File: src/hw/rtl/rmsd_pkg.sv
// ----------------------------------------------------------------------------
// Running mean plus standard deviation: shared package
// Widths, reset constants and the command and status words that pass
// between the controller and the datapath.
// ----------------------------------------------------------------------------
package rmsd_pkg;

  // Sample format and derived widths.
  localparam int unsigned SAMPLE_W  = 32;
  localparam int unsigned FRAC_BITS = 24;
  localparam int unsigned COUNT_W   = 32;
  localparam int unsigned SUM_W     = 2 * SAMPLE_W;
  localparam int unsigned ROOT_W    = SUM_W / 2;
  localparam int unsigned STEP_W    = $clog2(SUM_W + 1);

  // Reset mean is one millisecond in the sample format.
  localparam logic [SAMPLE_W-1:0] MEAN_RESET =
    SAMPLE_W'((64'd1 << FRAC_BITS) / 1000);
  localparam logic [SAMPLE_W-1:0] VALUE_MAX = '1;
  localparam logic [COUNT_W-1:0]  COUNT_MAX = '1;
  localparam logic [COUNT_W-1:0]  COUNT_ONE = COUNT_W'(1);

  // Iteration counts of the serial units.
  localparam logic [STEP_W-1:0] DIV_STEPS_MEAN = STEP_W'(SAMPLE_W);
  localparam logic [STEP_W-1:0] DIV_STEPS_VAR  = STEP_W'(SUM_W);
  localparam logic [STEP_W-1:0] SQRT_STEPS     = STEP_W'(ROOT_W);

  // One-cycle commands from the controller to the datapath.
  typedef struct packed {
    logic cfg_load;  // reload state from the written register
    logic load;      // capture a sample and bump the count
    logic delta;     // register sample minus old mean
    logic div_mean;  // start delta / count
    logic mean;      // apply the mean step
    logic dev;       // register sample minus new mean
    logic mul;       // register the product of both deviations
    logic sum;       // update the squared deviation sum
    logic div_var;   // start sum / (count - 1)
    logic sqrt;      // start the square root
    logic result;    // write the output word
  } rmsd_cmd_t;

  // Status back to the controller.
  typedef struct packed {
    logic div_busy;
    logic sqrt_busy;
  } rmsd_sts_t;

endpackage

File: src/hw/rtl/rmsd_if.sv
// ----------------------------------------------------------------------------
// Running mean plus standard deviation: channel interfaces
// Valid/ready channels for samples, results and the configuration register.
// ----------------------------------------------------------------------------
interface rmsd_sample_if import rmsd_pkg::*; ();
  logic                valid;
  logic                ready;
  logic [SAMPLE_W-1:0] sample;

  modport source (output valid, output sample, input ready);
  modport sink (input valid, input sample, output ready);
endinterface

interface rmsd_result_if import rmsd_pkg::*; ();
  logic                valid;
  logic                ready;
  logic [SAMPLE_W-1:0] estimate;
  logic [COUNT_W-1:0]  sample_count;

  modport source (output valid, output estimate, output sample_count, input ready);
  modport sink (input valid, input estimate, input sample_count, output ready);
endinterface

interface rmsd_cfg_if import rmsd_pkg::*; ();
  logic                valid;
  logic                ready;
  logic [SAMPLE_W-1:0] initial_mean;

  modport source (output valid, output initial_mean, input ready);
  modport sink (input valid, input initial_mean, output ready);
endinterface

File: src/hw/rtl/rmsd_div.sv
// ----------------------------------------------------------------------------
// Running mean plus standard deviation: serial divider
// Restoring unsigned divider, one quotient bit per cycle. The dividend is
// left aligned; after N steps the low N bits hold the quotient.
// ----------------------------------------------------------------------------
module rmsd_div import rmsd_pkg::*; (
  input  logic               clk_i,
  input  logic               rst_ni,
  input  logic               start_i,
  input  logic [STEP_W-1:0]  steps_i,
  input  logic [SUM_W-1:0]   dividend_i,
  input  logic [COUNT_W-1:0] divisor_i,
  output logic               busy_o,
  output logic [SUM_W-1:0]   quotient_o
);

  logic [STEP_W-1:0]  cnt_q;
  logic [COUNT_W-1:0] rem_q;
  logic [COUNT_W-1:0] dvs_q;
  logic [SUM_W-1:0]   quo_q;
  logic [COUNT_W:0]   trial;
  logic [COUNT_W:0]   diff;
  logic               fits;

  assign busy_o     = (cnt_q != '0);
  assign quotient_o = quo_q;

  // Shift in the next dividend bit and try to subtract the divisor.
  always_comb begin
    trial = {rem_q, quo_q[SUM_W-1]};
    diff  = trial - {1'b0, dvs_q};
    fits  = (trial >= {1'b0, dvs_q});
  end

  // Iteration counter.
  always_ff @(posedge clk_i or negedge rst_ni) begin
    if (!rst_ni) begin
      cnt_q <= '0;
    end else if (start_i) begin
      cnt_q <= steps_i;
    end else if (busy_o) begin
      cnt_q <= cnt_q - 1'b1;
    end
  end

  // Remainder and quotient shift register.
  always_ff @(posedge clk_i) begin
    if (start_i) begin
      rem_q <= '0;
      quo_q <= dividend_i;
      dvs_q <= divisor_i;
    end else if (busy_o) begin
      rem_q <= fits ? diff[COUNT_W-1:0] : trial[COUNT_W-1:0];
      quo_q <= {quo_q[SUM_W-2:0], fits};
    end
  end

endmodule

File: src/hw/rtl/rmsd_sqrt.sv
// ----------------------------------------------------------------------------
// Running mean plus standard deviation: serial square root
// Restoring integer square root, one root bit per cycle, giving the floor.
// ----------------------------------------------------------------------------
module rmsd_sqrt import rmsd_pkg::*; (
  input  logic              clk_i,
  input  logic              rst_ni,
  input  logic              start_i,
  input  logic [SUM_W-1:0]  radicand_i,
  output logic              busy_o,
  output logic [ROOT_W-1:0] root_o
);

  localparam int unsigned REM_W = ROOT_W + 2;

  logic [STEP_W-1:0] cnt_q;
  logic [SUM_W-1:0]  rad_q;
  logic [REM_W-1:0]  rem_q;
  logic [ROOT_W-1:0] root_q;
  logic [REM_W+1:0]  acc;
  logic [REM_W+1:0]  trial;
  logic [REM_W+1:0]  diff;
  logic              fits;

  assign busy_o = (cnt_q != '0);
  assign root_o = root_q;

  // Bring down two radicand bits and test root*4 + 1 against them.
  always_comb begin
    acc   = {rem_q, rad_q[SUM_W-1 -: 2]};
    trial = (REM_W + 2)'({root_q, 2'b01});
    diff  = acc - trial;
    fits  = (acc >= trial);
  end

  // Iteration counter.
  always_ff @(posedge clk_i or negedge rst_ni) begin
    if (!rst_ni) begin
      cnt_q <= '0;
    end else if (start_i) begin
      cnt_q <= SQRT_STEPS;
    end else if (busy_o) begin
      cnt_q <= cnt_q - 1'b1;
    end
  end

  // Partial remainder, root and radicand shift register.
  always_ff @(posedge clk_i) begin
    if (start_i) begin
      rad_q  <= radicand_i;
      rem_q  <= '0;
      root_q <= '0;
    end else if (busy_o) begin
      rad_q  <= {rad_q[SUM_W-3:0], 2'b00};
      rem_q  <= fits ? diff[REM_W-1:0] : acc[REM_W-1:0];
      root_q <= {root_q[ROOT_W-2:0], fits};
    end
  end

endmodule

File: src/hw/rtl/rmsd_dp.sv
// ----------------------------------------------------------------------------
// Running mean plus standard deviation: datapath
// Holds the running state and carries out the Welford update one command at
// a time, with a shared serial divider and a serial square root unit.
// ----------------------------------------------------------------------------
module rmsd_dp import rmsd_pkg::*; (
  input  logic                clk_i,
  input  logic                rst_ni,
  input  rmsd_cmd_t           cmd_i,
  output rmsd_sts_t           sts_o,
  input  logic [SAMPLE_W-1:0] sample_i,
  input  logic [SAMPLE_W-1:0] cfg_data_i,
  output logic [SAMPLE_W-1:0] estimate_o,
  output logic [COUNT_W-1:0]  sample_count_o
);

  // Running state.
  logic [SAMPLE_W-1:0] mean_q;
  logic [SUM_W-1:0]    sum_q;
  logic [COUNT_W-1:0]  count_q;

  // Working registers.
  logic [SAMPLE_W-1:0] smp_q;
  logic                neg_q;
  logic [SAMPLE_W-1:0] mag_q;
  logic                dneg_q;
  logic [SAMPLE_W-1:0] dmag_q;
  logic [SUM_W-1:0]    prod_q;
  logic [SAMPLE_W-1:0] est_q;
  logic [COUNT_W-1:0]  cnt_out_q;

  // Unit connections and combinational results.
  logic                div_start;
  logic [STEP_W-1:0]   div_steps;
  logic [SUM_W-1:0]    div_dividend;
  logic [COUNT_W-1:0]  div_divisor;
  logic                div_busy;
  logic [SUM_W-1:0]    div_quo;
  logic                sqrt_busy;
  logic [ROOT_W-1:0]   root;
  logic [SAMPLE_W:0]   diff;
  logic [SAMPLE_W:0]   ndiff;
  logic                diff_neg;
  logic [SAMPLE_W-1:0] diff_mag;
  logic [SAMPLE_W+1:0] new_mean;
  logic [SAMPLE_W-1:0] mean_clamped;
  logic [SUM_W:0]      sum_add;
  logic [SUM_W-1:0]    sum_next;
  logic                same_sign;
  logic [SAMPLE_W:0]   est_sum;

  assign sts_o.div_busy  = div_busy;
  assign sts_o.sqrt_busy = sqrt_busy;
  assign estimate_o      = est_q;
  assign sample_count_o  = cnt_out_q;

  // Signed deviation of the sample from the current mean, as sign and size.
  always_comb begin
    diff     = {1'b0, smp_q} - {1'b0, mean_q};
    ndiff    = '0 - diff;
    diff_neg = diff[SAMPLE_W];
    diff_mag = diff_neg ? ndiff[SAMPLE_W-1:0] : diff[SAMPLE_W-1:0];
  end

  // New mean from the truncated quotient, clamped to the sample range.
  always_comb begin
    if (neg_q) begin
      new_mean = {2'b00, mean_q} - {2'b00, div_quo[SAMPLE_W-1:0]};
    end else begin
      new_mean = {2'b00, mean_q} + {2'b00, div_quo[SAMPLE_W-1:0]};
    end
    if (new_mean[SAMPLE_W+1]) begin
      mean_clamped = '0;
    end else if (new_mean[SAMPLE_W]) begin
      mean_clamped = VALUE_MAX;
    end else begin
      mean_clamped = new_mean[SAMPLE_W-1:0];
    end
  end

  // Squared sum update: saturating add, or subtract clamped at zero.
  always_comb begin
    same_sign = (neg_q == dneg_q) || (mag_q == '0) || (dmag_q == '0);
    sum_add   = {1'b0, sum_q} + {1'b0, prod_q};
    if (same_sign) begin
      sum_next = sum_add[SUM_W] ? {SUM_W{1'b1}} : sum_add[SUM_W-1:0];
    end else begin
      sum_next = (prod_q >= sum_q) ? '0 : (sum_q - prod_q);
    end
  end

  // Estimate with saturation.
  assign est_sum = {1'b0, mean_q} + (SAMPLE_W + 1)'(root);

  // Divider operand selection: mean step or variance.
  always_comb begin
    div_start = cmd_i.div_mean || cmd_i.div_var;
    if (cmd_i.div_var) begin
      div_steps    = DIV_STEPS_VAR;
      div_dividend = sum_q;
      div_divisor  = count_q - 1'b1;
    end else begin
      div_steps    = DIV_STEPS_MEAN;
      div_dividend = {mag_q, {(SUM_W - SAMPLE_W){1'b0}}};
      div_divisor  = count_q;
    end
  end

  rmsd_div u_div (
    .clk_i      (clk_i),
    .rst_ni     (rst_ni),
    .start_i    (div_start),
    .steps_i    (div_steps),
    .dividend_i (div_dividend),
    .divisor_i  (div_divisor),
    .busy_o     (div_busy),
    .quotient_o (div_quo)
  );

  rmsd_sqrt u_sqrt (
    .clk_i      (clk_i),
    .rst_ni     (rst_ni),
    .start_i    (cmd_i.sqrt),
    .radicand_i (div_quo),
    .busy_o     (sqrt_busy),
    .root_o     (root)
  );

  // Running state; a configuration write reloads it.
  always_ff @(posedge clk_i or negedge rst_ni) begin
    if (!rst_ni) begin
      mean_q      <= MEAN_RESET;
      sum_q       <= '0;
      count_q     <= COUNT_ONE;
    end else begin
      if (cmd_i.cfg_load) begin
        mean_q      <= cfg_data_i;
        sum_q       <= '0;
        count_q     <= COUNT_ONE;
      end
      if (cmd_i.load && (count_q != COUNT_MAX)) begin
        count_q <= count_q + 1'b1;
      end
      if (cmd_i.mean) begin
        mean_q <= mean_clamped;
      end
      if (cmd_i.sum) begin
        sum_q <= sum_next;
      end
    end
  end

  // Working registers and the output word.
  always_ff @(posedge clk_i) begin
    if (cmd_i.load) begin
      smp_q <= sample_i;
    end
    if (cmd_i.delta) begin
      neg_q <= diff_neg;
      mag_q <= diff_mag;
    end
    if (cmd_i.dev) begin
      dneg_q <= diff_neg;
      dmag_q <= diff_mag;
    end
    if (cmd_i.mul) begin
      prod_q <= SUM_W'(mag_q) * SUM_W'(dmag_q);
    end
    if (cmd_i.result) begin
      est_q     <= est_sum[SAMPLE_W] ? VALUE_MAX : est_sum[SAMPLE_W-1:0];
      cnt_out_q <= count_q;
    end
  end

endmodule

File: src/hw/rtl/rmsd_ctrl.sv
// ----------------------------------------------------------------------------
// Running mean plus standard deviation: controller
// Sequences one sample through the datapath and owns the channel handshakes.
// ----------------------------------------------------------------------------
module rmsd_ctrl import rmsd_pkg::*; (
  input  logic      clk_i,
  input  logic      rst_ni,
  input  logic      in_valid_i,
  output logic      in_ready_o,
  input  logic      cfg_valid_i,
  output logic      cfg_ready_o,
  output logic      out_valid_o,
  input  logic      out_ready_i,
  output rmsd_cmd_t cmd_o,
  input  rmsd_sts_t sts_i
);

  localparam logic [3:0] S_IDLE  = 4'd0;
  localparam logic [3:0] S_DELTA = 4'd1;
  localparam logic [3:0] S_DIV1  = 4'd2;
  localparam logic [3:0] S_WAIT1 = 4'd3;
  localparam logic [3:0] S_MEAN  = 4'd4;
  localparam logic [3:0] S_DEV   = 4'd5;
  localparam logic [3:0] S_MUL   = 4'd6;
  localparam logic [3:0] S_SUM   = 4'd7;
  localparam logic [3:0] S_DIV2  = 4'd8;
  localparam logic [3:0] S_WAIT2 = 4'd9;
  localparam logic [3:0] S_SQRT  = 4'd10;
  localparam logic [3:0] S_WAITS = 4'd11;
  localparam logic [3:0] S_OUT   = 4'd12;

  logic [3:0] state_q;
  logic [3:0] state_d;
  logic       out_valid_q;
  logic       out_valid_d;
  logic       out_free;

  // A configuration write takes priority over a sample in the same cycle.
  assign cfg_ready_o = (state_q == S_IDLE);
  assign in_ready_o  = (state_q == S_IDLE) && !cfg_valid_i;
  assign out_valid_o = out_valid_q;
  assign out_free    = !out_valid_q || out_ready_i;

  // Next state and commands.
  always_comb begin
    state_d = state_q;
    cmd_o   = '0;
    case (state_q)
      S_IDLE: begin
        cmd_o.cfg_load = cfg_valid_i;
        cmd_o.load     = in_valid_i && in_ready_o;
        if (cmd_o.load) begin
          state_d = S_DELTA;
        end
      end
      S_DELTA: begin
        cmd_o.delta = 1'b1;
        state_d     = S_DIV1;
      end
      S_DIV1: begin
        cmd_o.div_mean = 1'b1;
        state_d        = S_WAIT1;
      end
      S_WAIT1: begin
        if (!sts_i.div_busy) begin
          state_d = S_MEAN;
        end
      end
      S_MEAN: begin
        cmd_o.mean = 1'b1;
        state_d    = S_DEV;
      end
      S_DEV: begin
        cmd_o.dev = 1'b1;
        state_d   = S_MUL;
      end
      S_MUL: begin
        cmd_o.mul = 1'b1;
        state_d   = S_SUM;
      end
      S_SUM: begin
        cmd_o.sum = 1'b1;
        state_d   = S_DIV2;
      end
      S_DIV2: begin
        cmd_o.div_var = 1'b1;
        state_d       = S_WAIT2;
      end
      S_WAIT2: begin
        if (!sts_i.div_busy) begin
          state_d = S_SQRT;
        end
      end
      S_SQRT: begin
        cmd_o.sqrt = 1'b1;
        state_d    = S_WAITS;
      end
      S_WAITS: begin
        if (!sts_i.sqrt_busy) begin
          state_d = S_OUT;
        end
      end
      S_OUT: begin
        if (out_free) begin
          cmd_o.result = 1'b1;
          state_d      = S_IDLE;
        end
      end
      default: begin
        state_d = S_IDLE;
      end
    endcase
  end

  // Output word valid flag.
  always_comb begin
    out_valid_d = out_valid_q;
    if (cmd_o.result) begin
      out_valid_d = 1'b1;
    end else if (out_ready_i) begin
      out_valid_d = 1'b0;
    end
  end

  always_ff @(posedge clk_i or negedge rst_ni) begin
    if (!rst_ni) begin
      state_q     <= S_IDLE;
      out_valid_q <= 1'b0;
    end else begin
      state_q     <= state_d;
      out_valid_q <= out_valid_d;
    end
  end

endmodule

File: src/hw/rtl/running_mean_plus_stddev.sv
// ----------------------------------------------------------------------------
// Running mean plus standard deviation
// Welford estimator over duration samples; returns mean plus deviation.
// ----------------------------------------------------------------------------
//  Channel    Direction  Word
//  sample_i   in         sample (Q8.24 seconds)
//  result_o   out        estimate (Q8.24 seconds), sample_count
//  cfg_i      in         initial_mean (reloads mean, sum and count)
//
//  From acceptance to its result word, a sample runs through the shared
//  serial divider for 32 steps for the mean and 64 for the variance, and
//  through the square root unit for 32 steps, one bit a cycle each.
//  One sample is in work at a time; the next is taken once the result word
//  is in the output register, even if that word has not been taken yet.
//  Reset loads the one millisecond mean, a zero sum and a count of one.
//  A stalled result only holds the block once the following result is due.
// ----------------------------------------------------------------------------
module running_mean_plus_stddev import rmsd_pkg::*; (
  input  logic         clk_i,
  input  logic         rst_ni,
  rmsd_sample_if.sink  sample_i,
  rmsd_result_if.source result_o,
  rmsd_cfg_if.sink     cfg_i
);

  rmsd_cmd_t cmd;
  rmsd_sts_t sts;

  // Sequencing and handshakes.
  rmsd_ctrl u_ctrl (
    .clk_i       (clk_i),
    .rst_ni      (rst_ni),
    .in_valid_i  (sample_i.valid),
    .in_ready_o  (sample_i.ready),
    .cfg_valid_i (cfg_i.valid),
    .cfg_ready_o (cfg_i.ready),
    .out_valid_o (result_o.valid),
    .out_ready_i (result_o.ready),
    .cmd_o       (cmd),
    .sts_i       (sts)
  );

  // Arithmetic and state.
  rmsd_dp u_dp (
    .clk_i          (clk_i),
    .rst_ni         (rst_ni),
    .cmd_i          (cmd),
    .sts_o          (sts),
    .sample_i       (sample_i.sample),
    .cfg_data_i     (cfg_i.initial_mean),
    .estimate_o     (result_o.estimate),
    .sample_count_o (result_o.sample_count)
  );

`ifndef ASSERT_OFF
  // Only one sample is in work at a time.
  assert property (@(posedge clk_i) disable iff (!rst_ni)
    (sample_i.valid && sample_i.ready) |=> !sample_i.ready)
    else $error("sample accepted while another is in work");

  // The divider is never restarted while it is still iterating.
  assert property (@(posedge clk_i) disable iff (!rst_ni)
    (cmd.div_mean || cmd.div_var) |-> !sts.div_busy)
    else $error("divider started while busy");

  // At most one datapath command is issued per cycle.
  assert property (@(posedge clk_i) disable iff (!rst_ni)
    $onehot0(cmd))
    else $error("conflicting datapath commands");

  // A result word always reports at least one counted sample.
  assert property (@(posedge clk_i) disable iff (!rst_ni)
    result_o.valid |-> (result_o.sample_count != '0))
    else $error("result word with zero count");
`endif

endmodule
File: src/flat_wrapper.sv
// flat-port wrapper written by rule: the top's interface ports become plain ports
module running_mean_plus_stddev_flat import rmsd_pkg::*;
  (clk_i, rst_ni, sample_i_valid, sample_i_sample, sample_i_ready, result_o_valid, result_o_estimate, result_o_sample_count, result_o_ready, cfg_i_valid, cfg_i_initial_mean, cfg_i_ready);
  rmsd_sample_if sample_i_i ();
  rmsd_result_if result_o_i ();
  rmsd_cfg_if cfg_i_i ();
  input  logic clk_i;
  input  logic rst_ni;
  input wire logic [$bits(sample_i_i.valid)-1:0] sample_i_valid;
  input wire logic [$bits(sample_i_i.sample)-1:0] sample_i_sample;
  output wire logic [$bits(sample_i_i.ready)-1:0] sample_i_ready;
  output wire logic [$bits(result_o_i.valid)-1:0] result_o_valid;
  output wire logic [$bits(result_o_i.estimate)-1:0] result_o_estimate;
  output wire logic [$bits(result_o_i.sample_count)-1:0] result_o_sample_count;
  input wire logic [$bits(result_o_i.ready)-1:0] result_o_ready;
  input wire logic [$bits(cfg_i_i.valid)-1:0] cfg_i_valid;
  input wire logic [$bits(cfg_i_i.initial_mean)-1:0] cfg_i_initial_mean;
  output wire logic [$bits(cfg_i_i.ready)-1:0] cfg_i_ready;
  assign sample_i_i.valid = sample_i_valid;
  assign sample_i_i.sample = sample_i_sample;
  assign sample_i_ready = sample_i_i.ready;
  assign result_o_valid = result_o_i.valid;
  assign result_o_estimate = result_o_i.estimate;
  assign result_o_sample_count = result_o_i.sample_count;
  assign result_o_i.ready = result_o_ready;
  assign cfg_i_i.valid = cfg_i_valid;
  assign cfg_i_i.initial_mean = cfg_i_initial_mean;
  assign cfg_i_ready = cfg_i_i.ready;
  running_mean_plus_stddev u_core (.clk_i(clk_i), .rst_ni(rst_ni), .sample_i(sample_i_i), .result_o(result_o_i), .cfg_i(cfg_i_i));
endmodule
File: config.mk
export PLATFORM = sky130hd
export DESIGN_NAME = running_mean_plus_stddev_flat
export DESIGN_NICKNAME = d
export VERILOG_FILES = /design/src/hw/rtl/rmsd_pkg.sv /design/src/hw/rtl/rmsd_if.sv /design/src/hw/rtl/rmsd_div.sv /design/src/hw/rtl/rmsd_sqrt.sv /design/src/hw/rtl/rmsd_dp.sv /design/src/hw/rtl/rmsd_ctrl.sv /design/src/hw/rtl/running_mean_plus_stddev.sv /design/src/flat_wrapper.sv
export SDC_FILE = /design/constraint.sdc
export NUM_CORES = 2
export LEC_CHECK = 0
export CAP_MARGIN = 20
export CORE_ASPECT_RATIO = 0.6
export CORE_MARGIN = 1
export CORE_UTILIZATION = 50
export DETAILED_ROUTE_END_ITERATION = 7
export DONT_BUFFER_PORTS = 1
export PLACE_DENSITY = 0.68
export REMOVE_ABC_BUFFERS = 1
export SLEW_MARGIN = 0
export SYNTH_ARGS = -nofsm -noshare
export SYNTH_HDL_FRONTEND = slang
export SYNTH_HIERARCHICAL = 1
export SYNTH_SLANG_ARGS = --single-unit
File: constraint.sdc
create_clock -name clk_i -period 23.7 [get_ports clk_i]
set_input_delay 2.37 -clock clk_i [delete_from_list [all_inputs] [get_ports clk_i]]
set_output_delay 2.37 -clock clk_i [all_outputs]
set_load 0.1 [all_outputs]
# [Yosys cells after proc, flatten, opt, wreduce, memory -nomap -nowiden]
# Index checks and enable logic that the tools add are counted.
[classes] addsub=13 mux=45 reduce_logical=21 n_mul=1 eq_ne=19 order_cmp=3
[ops] cell="2-to-1 mux 64 bit" count=10
[ops] cell="2-to-1 mux 32 bit" count=9
[ops] cell="2-to-1 mux 34 bit" count=2
[ops] cell="adder 32 x 32 -> 33 bit" count=2
[ops] cell="subtractor 32 x 32 -> 33 bit" count=2
[ops] cell="adder 64 x 64 -> 65 bit" count=1
[ops] cell="greater-or-equal comparator 64 bit" count=1
[ops] cell="zero test 32 bit" count=2
[ops] cell="multiplier 32 x 32 -> 64 bit" count=1
[ops] cell="subtractor 64 bit" count=1
[ops] cell="one-hot mux 4 bit (13 select lines)" count=1
[ops] cell="greater-or-equal comparator 36 x 34 -> 1 bit" count=1
[ops] cell="2-to-1 mux 7 bit" count=5
[ops] cell="subtractor 34 bit" count=1
[ops] cell="greater-or-equal comparator 33 x 32 -> 1 bit" count=1
[ops] cell="adder 32 x 1 -> 32 bit (second input constant)" count=1
[ops] cell="!= test 32 bit (second input constant)" count=1
[ops] cell="subtractor 1 x 32 -> 32 bit (first input constant)" count=1
[ops] cell="subtractor 32 x 1 -> 32 bit (second input constant)" count=1
[ops] cell="subtractor 32 bit" count=1
[ops] cell="equality test 4 bit (second input constant)" count=5
[ops] cell="2-to-1 mux 4 bit" count=5
[ops] cell="equality test 4 x 3 -> 1 bit (second input constant)" count=4
[ops] cell="nonzero test 7 bit" count=2
[ops] cell="14 further kinds" count=41
[word_totals] elab_cells=123 regBits=631 output_inout_bits=67 input_bits=69

# [Logic depth before layout (Yosys ltp)]
[logic_depth] word_depth=6 mapped_depth=32 mapped_depth_nobuf=30

# [Hierarchy]
# Netlist, hierarchy kept.
[by_module_without_submodules] module="rmsd_dp" n_inst=1 seq_area_each_um2=9997.1 cells_each=7077 area_per_inst_um2=62446.1
[by_module_without_submodules] module="rmsd_sqrt" n_inst=1 seq_area_each_um2=3418.3 cells_each=801 area_per_inst_um2=7584.8
[by_module_without_submodules] module="rmsd_div" n_inst=1 seq_area_each_um2=3698.5 cells_each=659 area_per_inst_um2=7442.1
[by_module_without_submodules] module="rmsd_ctrl" n_inst=1 seq_area_each_um2=125.1 cells_each=52 area_per_inst_um2=405.4

# [Worst setup path before layout]
# OpenSTA, ideal clock, no wires.
[synth_path] path_kind="register to register" from="reg u_core.u_dp.mag_q[13]" to="reg u_core.u_dp.prod_q[61] (data pin)" n_path_buf=2 stages_incl_launch_ff=29 arrival_time_ns=7.953 setup_ns=0.263 path_slack_ns=15.484 required_time_ns=23.437 period_less_slack_ns=8.216 path_cell_list="edfxtp_1 -> clkbuf_1 -> and2_1 -> fa_1 -> fa_1 -> fa_1 -> inv_1 -> fa_1 -> inv_1 -> fa_1 -> inv_1 -> fa_1 -> inv_1 -> fa_1 -> fa_1 -> ha_1 -> clkbuf_1 -> a21oi_1 -> o21bai_1 -> a211oi_1 -> a21o_1 -> a31o_2 -> o41ai_1 -> a311oi_1 -> a21oi_1 -> a31oi_1 -> o41ai_1 -> a311oi_1 -> xnor2_1"
[synth_between] elab_chain_cells=1
[synth_rtl] item="start, declared" line_no="rmsd_dp.sv:25" source="logic [SAMPLE_W-1:0] mag_q;"
[synth_rtl] item="start signal, assigned" line_no="rmsd_dp.sv:160" source="mag_q <= diff_mag;"
[synth_rtl] item="multiplier 32 x 32 -> 64 bit" line_no="rmsd_dp.sv:167" source="prod_q <= SUM_W'(mag_q) * SUM_W'(dmag_q);"
[synth_rtl] item="end signal, assigned" line_no="rmsd_dp.sv:167"
[synth_rtl] item="end, declared" line_no="rmsd_dp.sv:28" source="logic [SUM_W-1:0] prod_q;"
# Every way passes these cells.
# A chain may end at the register's enable or synchronous reset.

# [Worst setup path in the final report]
[layout_path] from="reg u_core.u_dp.mag_q[12]" to="reg u_core.u_dp.prod_q[61] (data pin)"
# Same word-level chain as after synthesis.

==> impl_metrics.prom <==
# TYPE chip_impl_metric gauge
chip_impl_info{name="run_status",value="completed"} 1
chip_impl_info{name="clock_tree.root_cell",value="sky130_fd_sc_hd__clkbuf_16"} 1
chip_impl_metric{name="detailedRoute.firstPassIterationCount",unit=""} 8
chip_impl_metric{name="tightest_slew",unit="ps"} 1120
chip_impl_metric{name="tns",unit="ps"} 0
chip_impl_metric{name="area_taken_by_multi_input_logic_gates",unit="µm²"} 54300
chip_impl_metric{name="groute.usage.overall",unit=""} 0.330
chip_impl_metric{name="detailedPlacementHpwl",unit="µm"} 191000
chip_impl_info{name="timing.critical_path.to_type",value="register"} 1
chip_impl_metric{name="antenna_violations_before_repair",unit=""} 19
chip_impl_metric{name="xor_xnor_portion_of_the_synthesized_cell_area",unit=""} 0.0317
chip_impl_metric{name="grt_pass1_wl",unit="µm"} 392000
chip_impl_metric{name="final_layout_size_suffix_gt1_frac",unit=""} 0.0596
chip_impl_metric{name="die_outline_height",unit="µm"} 308
chip_impl_metric{name="grt_pass1_vias",unit=""} 61400
chip_impl_metric{name="netlist_instances",unit=""} 8589
chip_impl_metric{name="routedWlPerCell",unit="µm"} 24.9
chip_impl_metric{name="postCtsResizedCells",unit=""} 0
chip_impl_metric{name="core-area",unit="µm²"} 154000
chip_impl_metric{name="synth_sequential_area_ratio",unit=""} 0.221
chip_impl_metric{name="syn_avg_cell_area",unit="µm²"} 9.07
chip_impl_metric{name="cts.sinks",unit=""} 631
chip_impl_info{name="min-delay-path-class",value="reg2reg"} 1
chip_impl_metric{name="routed-via-count",unit=""} 63100
chip_impl_metric{name="setup-violations-final",unit=""} 0
chip_impl_info{name="netlist_top_cells_count",value="1229 x sky130_fd_sc_hd__inv_1, 903 x sky130_fd_sc_hd__fa_1, 870 x sky130_fd_sc_hd__nand2_1"} 1
chip_impl_info{name="yosysMostFrequentCell",value="sky130_fd_sc_hd__inv_1"} 1
chip_impl_metric{name="worst_clock_skew",unit="ps"} 39.7
chip_impl_metric{name="max_freq",unit="MHz"} 107
chip_impl_metric{name="ys_ff_latch",unit=""} 631
chip_impl_metric{name="finalCritPeriodShare",unit=""} 0.394
chip_impl_metric{name="post_synth_and_or_nand_nor_area_fraction",unit=""} 0.163
chip_impl_info{name="timing_worst_setup_path_type",value="reg2reg"} 1
chip_impl_metric{name="cts_htree_levels",unit=""} 3
chip_impl_metric{name="post_drt_via_cell_ratio",unit=""} 6.07
chip_impl_metric{name="footprint_of_the_flip_flops_and_latches",unit="µm²"} 17200
chip_impl_metric{name="final-max-slew-violation-count",unit=""} 0
chip_impl_metric{name="fill_cell_count",unit=""} 14000
chip_impl_metric{name="clk_path_buf_depth",unit=""} 3
chip_impl_metric{name="synth_top_area_frac",unit=""} 0.232
chip_impl_metric{name="synth_edf_count",unit=""} 386
chip_impl_metric{name="ys_async_rst_share",unit=""} 0.233
chip_impl_metric{name="detail_route.drc_violations",unit=""} 0
chip_impl_metric{name="worst_path_largest_cell_delay",unit="ps"} 750
chip_impl_metric{name="timing.slew.headroom",unit=""} 0.248
chip_impl_metric{name="synthToLayoutAreaGrowth",unit="%"} 5.18
chip_impl_metric{name="layout.core_utilization",unit=""} 0.533
chip_impl_metric{name="design.portCount",unit=""} 136
chip_impl_metric{name="routabilityCongestion",unit=""} 1.00
chip_impl_metric{name="clkLatencyLatePin",unit="ps"} 700
chip_impl_metric{name="yosysWarnings",unit=""} 6
chip_impl_metric{name="post_synth_mux_area_share",unit=""} 0.0270
chip_impl_metric{name="std_cell_rows",unit=""} 111
chip_impl_info{name="cell_type_with_the_highest_aggregate_area_in_the_netlist",value="sky130_fd_sc_hd__fa_1"} 1
chip_impl_metric{name="number_of_nets_with_antenna_violations_after_routing",unit=""} 0
chip_impl_metric{name="grt_start_max_net_pins",unit=""} 148
chip_impl_metric{name="initial_utilization",unit=""} 0.507
chip_impl_metric{name="floorplan.die.width",unit="µm"} 512
chip_impl_metric{name="cts_inserted_buffers",unit=""} 69
chip_impl_metric{name="drt_iter0_drc",unit=""} 7542
chip_impl_info{name="worst_setup_path_start_kind",value="register"} 1
chip_impl_metric{name="buffer_ports.inserted",unit=""} 0
chip_impl_metric{name="finalWirelength",unit="µm"} 259000
chip_impl_metric{name="cts-hold-fix-buffers",unit=""} 0
chip_impl_info{name="critical_path.slowest_cell",value="sky130_fd_sc_hd__o41ai_1"} 1
chip_impl_metric{name="globalRoute.totalOverflow",unit=""} 0
chip_impl_metric{name="worst-path-max-fanout",unit=""} 34
chip_impl_metric{name="yosys.cell_types.count",unit=""} 112
chip_impl_info{name="rsz0062_at_grt",value="no"} 1
chip_impl_metric{name="post_cts.repair.setup_buffers",unit=""} 0
chip_impl_info{name="largest_family_of_logic_cells_by_synthesized_area",value="adder cells"} 1
chip_impl_metric{name="post-route-min-period",unit="ps"} 9350
chip_impl_metric{name="max_cap_violations",unit=""} 0
chip_impl_metric{name="arrival",unit="ps"} 9760
chip_impl_metric{name="cp.required",unit="ps"} 24110
chip_impl_metric{name="final_count_of_hold_timing_violations",unit=""} 0
chip_impl_info{name="critical-path-top-cell-by-count",value="sky130_fd_sc_hd__fa_1"} 1
chip_impl_metric{name="final_net_count",unit=""} 9868
chip_impl_info{name="synth.area.top_cells",value="sky130_fd_sc_hd__fa_1 23%, sky130_fd_sc_hd__edfxtp_1 15%, sky130_fd_sc_hd__ha_1 9.5%"} 1
chip_impl_metric{name="synth_compound_area_frac",unit=""} 0.146
chip_impl_metric{name="synthesis.area",unit="µm²"} 77900
chip_impl_metric{name="synthAdderAreaFrac",unit=""} 0.327
chip_impl_metric{name="floorplan.die_area",unit="µm²"} 157000
chip_impl_info{name="main_flop_type_after_synthesis",value="sky130_fd_sc_hd__edfxtp_1"} 1
chip_impl_metric{name="clk_transition_reported_paths",unit="ps"} 60
chip_impl_info{name="clock_tree_from_tritoncts",value="yes"} 1
-- cells by family after synthesis --
family,after synthesis
simple gates,2562
compound gates,1726
buf+inv,1705
fa+ha+maj,1493
flops,631
xor+xnor,281
mux,190
other cells,1
-- cells in the final DEF, fill, tap and decap left out, types with 185 or more instances in the layout --
master	count
sky130_fd_sc_hd__fa_1	903
sky130_fd_sc_hd__ha_1	590
sky130_fd_sc_hd__nand2_1	869
sky130_fd_sc_hd__edfxtp_1	386
sky130_fd_sc_hd__and2_1	689
sky130_fd_sc_hd__xnor2_1	185
sky130_fd_sc_hd__inv_1	1227
sky130_fd_sc_hd__a21oi_1	505
sky130_fd_sc_hd__o21ai_0	328
sky130_fd_sc_hd__nor2_1	403
-- worst paths after layout --
| path | start | endpoint | slack, ps | cells past startpoint |
|---|---|---|---|---|
| worst max-delay path | u_core/u_dp/mag_q[12] | u_core/u_dp/prod_q[61] | 14350 | 27 |
| worst max register to register | u_core/u_dp/mag_q[12] | u_core/u_dp/prod_q[61] | 14350 | 27 |
| worst min register to register | u_core/u_dp/u_sqrt/rem_q[33] | u_core/u_dp/u_sqrt/rem_q[33] | 470 | 2 |
| min in group asynchronous | rst_ni | u_core/u_dp/count_q[13] | 1380 | 0 |
| max in group asynchronous | rst_ni | u_core/u_dp/sum_q[46] | 21940 | 0 |
| worst min-delay path | u_core/u_dp/u_sqrt/rem_q[33] | u_core/u_dp/u_sqrt/rem_q[33] | 470 | 2 |
-- registers in the layout (all words and copies together) (netlist names), 4 cells and up --
register and count:
u_core/u_dp/mean_q 32, u_core/u_dp/u_sqrt/rad_q 64, u_core/u_dp/smp_q 32, u_core/u_dp/prod_q 64, u_core/u_dp/u_sqrt/rem_q 34, u_core/u_dp/u_div/dvs_q 32, u_core/u_dp/sum_q 64, u_core/u_dp/u_sqrt/root_o 32
u_core/u_dp/dmag_q 32, u_core/u_dp/u_div/cnt_q 7, u_core/u_dp/u_sqrt/cnt_q 7, u_core/u_ctrl/state_q 4, u_core/u_dp/estimate_o 32, u_core/u_dp/mag_q 32, u_core/u_dp/count_q 32, u_core/u_dp/sample_count_o 32
u_core/u_dp/u_div/quotient_o 64, u_core/u_dp/u_div/rem_q 32
-- through the flow --
| stage | std cells | cell area [µm²] | worst slack (ps) | hold slack [ps] |
|---|---|---|---|---|
| 6_report | 10400 | 81900 | 14350 | 472 |
| 5_1_grt | 10400 | 81900 | 14010 | 491 |
| 4_1_cts | 10400 | 81900 | 14390 | 466 |
| 3_5_place_dp | 10300 | 79500 | 14430 | 452 |
| 3_3_place_gp | 10300 | 79500 | 14590 | 448 |
| 2_1_floorplan | 8125 | 76000 | 15500 | 429 |
-- critical path: cells and delay by family (launching register included) --
kind	cells	cell delay, ps
flops	1	320
fa+ha+maj	9	4380
buf+inv	6	720
compound gates	10	3250
simple gates	1	240
xor+xnor	1	150
-- metal layers --
layer  routed length [µm]  track usage
met3                37400        0.133
met1               117000        0.497
met5                  110            0
met2                97900        0.432
met4                 6150       0.0722
-- final cells by class --
type	instances	share of cell area
Clock buffer	79	0.0222
Timing Repair Buffer	110	0.0102
Tap cell	2034	0.0311
Multi-Input combinational cell	6257	0.662
Inverter	1237	0.0567
Clock inverter	47	0.00681
Sequential cell	631	0.210
Antenna cell	5	0.000153
Power is left out: the tool's default activity adds up to more than one toggle a clock period on the data nets, which glitch-free logic cannot reach.
